## src/fddt_pkg.sv

```systemverilog
// ----------------------------------------------------------------------------
// fddt_pkg
// Shared types and constants of the frame downscaler with dirty tracking.
// ----------------------------------------------------------------------------
`default_nettype none

package fddt_pkg;

    typedef logic [2:0] t_mode;

    // scan and sampling modes
    localparam t_mode MODE_NATIVE         = 3'd2;
    localparam t_mode MODE_SINGLE         = 3'd3;
    localparam t_mode MODE_INTERLACE      = 3'd4;
    localparam t_mode MODE_SINGLE_ALT     = 3'd5;
    localparam t_mode MODE_CHECKER        = 3'd6;
    localparam t_mode MODE_CHECKER_SINGLE = 3'd7;

    // configuration register indexes
    localparam int CFG_IDX_W = 1;
    localparam logic [CFG_IDX_W-1:0] CFG_MODE      = 1'b0;
    localparam logic [CFG_IDX_W-1:0] CFG_DOT_LIMIT = 1'b1;

    localparam t_mode       MODE_RESET      = 3'd1;
    localparam logic [15:0] DOT_LIMIT_RESET = 16'd1024;
    localparam logic [15:0] BOX_MIN_EMPTY   = 16'hFFFF;
    localparam logic [16:0] COUNT_MAX       = 17'h1FFFF;

    localparam int NUM_LANES = 4;

    // one sample unpacked: red and blue doubled, green as is
    typedef struct packed {
        logic [5:0] r;
        logic [5:0] g;
        logic [5:0] b;
    } t_lane_rgb;

    typedef struct packed {
        logic [15:0] pixel;
        logic        visited;
        logic        changed;
        logic [7:0]  out_row;
        logic [8:0]  out_col;
        logic        frame_done;
        logic [15:0] top_row;
        logic [7:0]  bottom_row;
        logic [15:0] left_col;
        logic [8:0]  right_col;
        logic [16:0] change_count;
        logic        use_dot_writes;
    } t_result;

endpackage

`default_nettype wire

```

## src/fddt_merge.sv

```systemverilog
// ----------------------------------------------------------------------------
// fddt_merge
// Combines the lane terms into one RGB565 pixel according to the mode; native
// mode passes the top left sample through as is.
`default_nettype none

module fddt_merge (
    input  wire fddt_pkg::t_mode                                 i_mode,
    input  wire logic [15:0]                                     i_native,
    input  fddt_pkg::t_lane_rgb [fddt_pkg::NUM_LANES-1:0]        i_lanes,
    output logic [15:0]                                          o_pixel
);

    logic [7:0] sum_r;
    logic [7:0] sum_g;
    logic [7:0] sum_b;

    always_comb begin
        sum_r = '0;
        sum_g = '0;
        sum_b = '0;
        for (int k = 0; k < fddt_pkg::NUM_LANES; k++) begin
            sum_r = sum_r + 8'(i_lanes[k].r);
            sum_g = sum_g + 8'(i_lanes[k].g);
            sum_b = sum_b + 8'(i_lanes[k].b);
        end

        case (i_mode)
            fddt_pkg::MODE_NATIVE: begin
                o_pixel = i_native;
            end
            fddt_pkg::MODE_SINGLE, fddt_pkg::MODE_SINGLE_ALT,
            fddt_pkg::MODE_CHECKER_SINGLE: begin
                // top left sample weighted by four
                o_pixel = {i_lanes[0].r[5:1], i_lanes[0].g, i_lanes[0].b[5:1]};
            end
            default: begin
                o_pixel = {sum_r[7:3], sum_g[7:2], sum_b[7:3]};
            end
        endcase
    end

endmodule

`default_nettype wire

```

## config.mk

```make
export PLATFORM = sky130hd
export DESIGN_NAME = fddt_merge
export DESIGN_NICKNAME = d
export VERILOG_FILES = /design/src/fddt_pkg.sv /design/src/fddt_merge.sv
export SDC_FILE = /design/constraint.sdc
export NUM_CORES = 1
export LEC_CHECK = 0
export BUFFER_PORTS_ARGS = -buffer_cell sky130_fd_sc_hd__buf_2
export CAP_MARGIN = 0
export CORE_MARGIN = 5
export CORE_UTILIZATION = 49
export DETAILED_ROUTE_END_ITERATION = 8
export PLACE_DENSITY = 0.86
export SLEW_MARGIN = 0
export SYNTH_ARGS = -nofsm -noshare
export SYNTH_HDL_FRONTEND = slang
export SYNTH_SLANG_ARGS = --single-unit
```

## constraint.sdc

```tcl
create_clock -name vclk -period 4.4
set_input_delay 0.66 -clock vclk [all_inputs]
set_output_delay 0.66 -clock vclk [all_outputs]
set_load 0.1 [all_outputs]
```

==> results of run 1 <==
-- cell type report --
class | count | share of cell area, %
inverters | 101 | 13.8
multi-input cells | 177 | 63.2
well taps | 50 | 2.24
repair buffers | 107 | 20.8
-- worst max-delay path, cell delays in order --
cell	delay, ns
buf_2	0.11
inv_1	0.06
fa_1	0.53
inv_1	0.05
fa_1	0.52
nand3b_1	0.09
fa_1	0.41
nor2b_1	0.12
o21ai_0	0.09
nand2b_1	0.13
a211oi_1	0.10
o21ai_2	0.14
buf_2	0.44
-- synthesized netlist by cell type, types with 2 or more instances --
| master | n | area share (%) |
|---|---|---|
| a211oi_1 | 3 | 1.1 |
| a21oi_1 | 15 | 3.6 |
| a221oi_1 | 2 | 0.84 |
| a22o_1 | 3 | 1.3 |
| a22oi_1 | 5 | 1.8 |
| a32oi_1 | 2 | 0.84 |
| buf_2 | 4 | 0.96 |
| fa_1 | 34 | 33 |
| ha_1 | 15 | 9.0 |
| inv_1 | 101 | 18 |
| nand2_1 | 15 | 2.7 |
| nand2b_1 | 5 | 1.5 |
| nor2_1 | 18 | 3.3 |
| nor2b_1 | 4 | 1.2 |
| nor3_1 | 4 | 0.96 |
| o21ai_0 | 11 | 2.6 |
| o21ai_1 | 5 | 1.2 |
| o22ai_1 | 6 | 1.8 |
| xnor2_1 | 5 | 2.1 |
| xor2_1 | 4 | 1.7 |
-- power breakdown --
part / switching (uW) / internal, uW
clock: 0 / 0
combinational: 709 / 348
sequential: 0 / 0
total: 709 / 348
-- per-stage QoR --
stage | utilization (%) | setup WS (ns) | total power, uW
6_report | 68.9 | 0.291 | 1060
4_1_cts | 68.9 | 0.277 | 1060
2_1_floorplan | - | -1.03 | 843
3_3_place_gp | 68.9 | 0.328 | 1030
3_5_place_dp | 68.9 | 0.289 | 1060
5_1_grt | 68.9 | 0.134 | 1140
-- how the worst min path moves through the flow --
stage | end | slack (ns) | depth (start not counted)
2_1_floorplan | o_pixel[0] | 1.65 | 2
3_3_place_gp | o_pixel[14] | 1.75 | 4
3_5_place_dp | o_pixel[14] | 1.76 | 4
4_1_cts | o_pixel[14] | 1.76 | 4
5_1_grt | o_pixel[14] | 1.79 | 4
6_report | o_pixel[14] | 1.75 | 4
-- cells by family (layout without fill, tap and decap cells) --
group                    Yosys count  in the layout
AO/OA/AOI/OAI                     61             61
XOR/XNOR                           9              9
adder cells (fa/ha/maj)           49             49
buffers and inverters            106            208
multiplexers                       2              2
AND/OR/NAND/NOR                   56             56
-- layout by cell type, fill, tap and decap left out, types with 4 or more instances in the layout --
cell type and n:
a21oi_2 4, fa_1 32, nor2b_1 4, o22ai_1 6, a22oi_1 5, nand2_1 15, nand2b_1 5, xor2_1 4
o21ai_0 9, ha_1 13, nor2_1 16, xnor2_1 5, buf_2 104, a21oi_1 11, o21ai_2 7, inv_1 98
-- routing by layer --
metal / vias up / part of all wire (%) / wire (um)
li1: 1078 / - / -
met1: 1004 / 37 / 2140
met2: 78 / 54 / 3110
met3: 8 / 7.8 / 447
met4: 0 / 1.1 / 66
met5: - / 0 / 0
==> flow_summary.yaml, run 1 <==
layout:
  multiInputGateArea_um2: 1770
  design_area_um2: 2800
  area_growth_pct: 34.6
  nClkBuffers: 0
  fillers: 342
  nFlopsAndLatches: 0
  final-seq-area_um2: 0
  diodes: 0
  drive_gt1_share_pct: 35.8
  nets: 527
  stdcell_count: 435
yosys:
  synth_top_family_by_area: "adder cells"
  ys_types: 42
  ys.warnings.count: 0
  synth-compound-area-share_pct: 19.7
  synthMuxAreaShare_pct: 1.20
  synth_xor_area_share_pct: 3.79
  syn_nets: 423
  synth_fa_ha_area_share_pct: 41.8
  synthSimpleGateAreaFrac_pct: 14.1
  synth_cells: 283
  syn-cell-area_um2: 2080
  avgSynthCellArea_um2: 7.34
  synth_seq_area_share_pct: 0
worst_setup_path:
  worst_ep_arrival_time_ns: 3.45
  endpoint: "o_pixel[10]"
  cp.required_ns: 3.74
  end_kind: "primary output"
  cp_max_fo: 3
  path_class: "in -> out"
  cp-start-kind: "input pin"
  startpoint: "i_lanes[7]"
drt:
  drt_iter0_drc: 108
  num_vias: 2168
  drc: 0
  postRouteWirelength_um: 5770
  drtPass1Iterations: 4
  avgViaCountPerCell: 4.98
  final_antenna_net_count: 0
  wl_per_cell_um: 13.3
clock_network:
  postCtsSetupRepairBufs: 0
  ctsResizeCount: 0
  ctsHoldBuffers: 0
grt:
  grt_pass1_vias: 2247
  grt_usage_pct: 20.2
  grt_overflow: 0
  top_usage_layer: "met2"
  antenna_found_initial: 0
  grtUsageMet3_pct: 1.07
  grt_pass1_wl_um: 9090
  global_route.usage.met1_pct: 22.8
  grt_max_degree: 18
  grt_use_met2_pct: 41.8
power:
  power_density_nw_per_um2: 378
  p_leak_uw: 0.00163
  ir_drop_v: 0.000534
floorplan:
  die_w_um: 75.1
  die_area_um2: 5640
  initial_core_util_pct: 51.2
  num_io_pins: 107
  core_area_um2: 4060
  die_h_um: 75.1
  num_rows: 23
placed_design:
  place_area_um2: 2800
  placed_cells: 435
  hpwl_um: 5110
  place.port_buffers: 107
  gp_congestion: 0.821
sta:
  setup_viol: 0
  period_share_pct: 93.4
  timing.fmax_ghz: 0.243
  tns_ns: 0
  whs_ns: 1.75
  finalHoldViolations: 0
  drv_slew: 0
  rsz0062_at_grt: "no"
  post-route-min-period_ns: 4.11
  tightest_slew_ns: 0.686
  slew_headroom_pct: 54.1
run:
  cap_violations: 0
outcome:
  status: "complete, no violations"
hold_path:
  min_from: "i_lanes[16]"
  min_path_type: "in -> out"
(Power assumes the default switching activity.)
==> inputs of run 2 (changes only) <==
- CORE_UTILIZATION: 49 -> 40
- PLACE_DENSITY: 0.86 -> 0.72
==> flow_summary.yaml, run 2 (same netlist as run 1, synthesis figures left out) <==
worst_setup_path:
  crit_chain: "buf_2 -> inv_1 -> fa_1 -> inv_1 -> fa_1 -> nand3b_1 -> fa_1 -> nor2b_1 -> o21ai_0 -> nand2b_1 -> xnor2_1 -> a21oi_2 -> buf_2"
  cp_max_fo: 3
  crit_slowest_cell: "fa_1"
  worst_ep_arrival_time_ns: 3.43
  cp.required_ns: 3.74
  cp-start-kind: "input pin"
  path_class: "in -> out"
  path_common_cell: "fa_1"
  cpPeakStageDelay_ns: 0.53
  end_kind: "primary output"
sta:
  timing.fmax_ghz: 0.244
  period_share_pct: 93.0
  rsz0062_at_grt: "no"
  slew_headroom_pct: 50.4
  post-route-min-period_ns: 4.09
  setup_slack_ns: 0.307
  finalHoldViolations: 0
  setup_viol: 0
  drv_slew: 0
  tightest_slew_ns: 0.741
layout:
  nFlopsAndLatches: 0
  diodes: 0
  layout_common_cells: "buf_2 (103), inv_1 (98), fa_1 (32), nor2_1 (16), nand2_1 (15)"
  nets: 527
  final-seq-area_um2: 0
  drive_gt1_share_pct: 35.8
  design_area_um2: 2840
  final_core_util_pct: 55.9
  nClkBuffers: 0
  area_growth_pct: 36.5
  mostFrequentLayoutCell: "buf_2"
  stdcell_count: 455
power:
  p_comb_share_pct: 100.0
  p_sw_share_pct: 66.4
  power_density_nw_per_um2: 379
  power_frac_clock_pct: 0
  seq_power_share_pct: 0
  switching_power_uw: 715
  p_leak_uw: 0.00163
  p_int_uw: 361
  ir_drop_v: 0.000326
drt:
  num_vias: 2103
  wl_per_cell_um: 13.1
  drt_iter0_drc: 70
  postRouteWirelength_um: 5950
  avgViaCountPerCell: 4.62
  drtPass1Iterations: 4
  final_antenna_net_count: 0
  drc: 0
grt:
  grt_pass1_wl_um: 9690
  grt_overflow: 0
  grt_pass1_vias: 2272
  grt_max_degree: 18
  antenna_found_initial: 0
  grt_usage_pct: 17.9
floorplan:
  num_io_pins: 107
  die_area_um2: 6740
  initial_core_util_pct: 41.0
  num_rows: 26
  die_w_um: 82.1
  die_h_um: 82.1
  core_area_um2: 5070
hold_path:
  min_path_type: "in -> out"
  min_from: "i_lanes[16]"
  whs_endpoint: "o_pixel[14]"
  holdPathStages: 4
run:
  cap_violations: 0
clock_network:
  ctsHoldBuffers: 0
  ctsResizeCount: 0
  postCtsSetupRepairBufs: 0
placed_design:
  place_ws_ns: 0.298
  hpwl_um: 5260
  place_area_um2: 2840
  gp_congestion: 0.820
  placed_cells: 455
  place.port_buffers: 107
outcome:
  status: "complete, no violations"
run 2: layout make-up:
class / instances / area (um^2)
Fill cell: 514 / 2240
Multi-Input combinational cell: 177 / 1770
Inverter: 101 / 387
Tap cell: 70 / 87.6
Timing Repair Buffer: 107 / 596
run 2: metal layers:
metal  GRT usage [%]  routed length, um  vias to the layer above
met3            2.41                474                        2
met5               0                  0                        -
li1                -                  -                     1083
met4            2.66                 17                        0
met1            22.3               2420                      949
met2            33.1               3030                       69
run 2: worst max-delay path: cells and delay by family:
kind	cells	cell delay, ns
fa+ha+maj	3	1.46
xor+xnor	1	0.09
compound gates	2	0.22
buf+inv	4	0.65
simple gates	3	0.34
run 2: metrics by stage:
stage / power, uW / TNS, ns / hold slack [ns]
2_1_floorplan: 843 / -1.03 / 1.65
3_3_place_gp: 1050 / 0 / 1.76
3_5_place_dp: 1080 / 0 / 1.76
4_1_cts: 1080 / 0 / 1.76
5_1_grt: 1150 / 0 / 1.77
6_report: 1080 / 0 / 1.75
run 2: power by group through the flow:
stage / clock network, uW / logic (uW) / registers (uW)
floorplan: 0 / 843 / 0
global placement: 0 / 1050 / 0
detailed placement: 0 / 1080 / 0
CTS: 0 / 1080 / 0
global route: 0 / 1150 / 0
finish: 0 / 1080 / 0
run 2: worst max-delay path by stage:
stage                 from  slack, ns          end
2_1_floorplan  i_lanes[38]      -1.03   o_pixel[2]
3_3_place_gp    i_lanes[7]       0.32  o_pixel[10]
3_5_place_dp    i_lanes[7]       0.30  o_pixel[10]
4_1_cts         i_lanes[7]       0.29  o_pixel[10]
5_1_grt         i_lanes[7]       0.12   o_pixel[8]
6_report        i_lanes[7]       0.31   o_pixel[8]
==> inputs of run 3 (changes only) <==
- MAX_ROUTING_LAYER: default -> met4
- PLACE_DENSITY: 0.72 -> 0.77
==> flow_summary.yaml, run 3 (same netlist as run 1, synthesis figures left out) <==
outcome:
  status: "complete, no violations"
worst_setup_path:
  end_kind: "primary output"
  worst_ep_arrival_time_ns: 3.42
  cp.buffers_inverters: 4
  path_common_cell: "fa_1"
  crit_chain: "buf_2 -> inv_1 -> fa_1 -> inv_1 -> fa_1 -> nand3b_1 -> fa_1 -> nor2b_1 -> o21ai_0 -> nand2b_1 -> a211oi_1 -> o21ai_2 -> buf_2"
  cpPeakStageDelay_ns: 0.53
  path_delay_family: "adder cells"
  cp.required_ns: 3.74
  crit_slowest_cell: "fa_1"
  cp-start-kind: "input pin"
  path_class: "in -> out"
  cp_max_fo: 3
drt:
  drtPass1Iterations: 4
  drt_iter0_drc: 42
  drc: 0
  final_antenna_net_count: 0
  wl_per_cell_um: 13.0
  avgViaCountPerCell: 4.78
  num_vias: 2177
  postRouteWirelength_um: 5940
floorplan:
  num_rows: 26
  initial_core_util_pct: 41.0
  die_area_um2: 6740
  num_io_pins: 107
  die_w_um: 82.1
  die_h_um: 82.1
  core_area_um2: 5070
power:
  switching_power_uw: 714
  p_sw_share_pct: 66.5
  power_density_nw_per_um2: 378
  ir_drop_v: 0.000318
  power_frac_clock_pct: 0
  p_comb_share_pct: 100.0
  finalPower_uw: 1070
  p_int_uw: 360
  seq_power_share_pct: 0
  p_leak_uw: 0.00163
grt:
  grt_usage_pct: 18.5
  antenna_found_initial: 0
  grt_max_degree: 18
  grt_overflow: 0
  grt_pass1_wl_um: 9690
  grt_pass1_vias: 2273
clock_network:
  ctsResizeCount: 0
  postCtsSetupRepairBufs: 0
  ctsHoldBuffers: 0
placed_design:
  place.port_buffers: 107
  place_area_um2: 2840
  hpwl_um: 5240
  gp_congestion: 0.833
layout:
  design_area_um2: 2840
  nFlopsAndLatches: 0
  area_growth_pct: 36.5
  fillers: 506
  layout_common_cells: "buf_2 (103), inv_1 (98), fa_1 (32), nor2_1 (16), nand2_1 (15)"
  diodes: 0
  mostFrequentLayoutCell: "buf_2"
  drive_gt1_share_pct: 35.8
  nClkBuffers: 0
  final-seq-area_um2: 0
  nets: 527
sta:
  setup_viol: 0
  timing.fmax_ghz: 0.245
  tightest_slew_ns: 0.792
  drv_slew: 0
  finalHoldViolations: 0
  slew_headroom_pct: 47.0
  period_share_pct: 92.8
  rsz0062_at_grt: "no"
  post-route-min-period_ns: 4.08
run:
  cap_violations: 0
hold_path:
  min_path_type: "in -> out"
run 3: cell counts in the layout (fill, tap and decap cells not counted):
No cell type changed its count.
run 3: per-stage QoR:
stage	TNS (ns)	hold slack (ns)	instances	util [%]	setup slack (ns)
after CTS	0	1.76	455	55.9	0.303
after global placement	0	1.76	455	55.9	0.325
after floorplan	-1.03	1.65	283	-	-1.03
final	0	1.76	455	55.9	0.317
after global routing	0	1.78	455	55.9	0.144
after detailed placement	0	1.76	455	55.9	0.307
run 3: power groups by stage:
stage	logic (uW)	clock network (uW)	registers, uW
6_report	1070	0	0
5_1_grt	1160	0	0
4_1_cts	1080	0	0
3_5_place_dp	1070	0	0
3_3_place_gp	1050	0	0
2_1_floorplan	843	0	0
run 3: worst paths after layout:
kind                     from     endpoint  depth (start not counted)
setup / recovery   i_lanes[7]  o_pixel[10]                         13
hold / removal    i_lanes[16]  o_pixel[14]                          4
run 3: area by class of cell:
cell class / instances / area, um^2 / area share [%]
multi-input combinational: 177 / 1770 / 62.3
timing repair buffer: 107 / 596 / 21.0
inverter: 101 / 387 / 13.6
tap: 70 / 87.6 / 3.09
run 3: layer usage:
metal	vias up	GRT usage, %	wire (um)
li1	1082	-	-
met1	1003	22.1	2360
met2	86	34.1	3010
met3	6	1.64	497
met4	0	2.99	67
met5	-	-	0
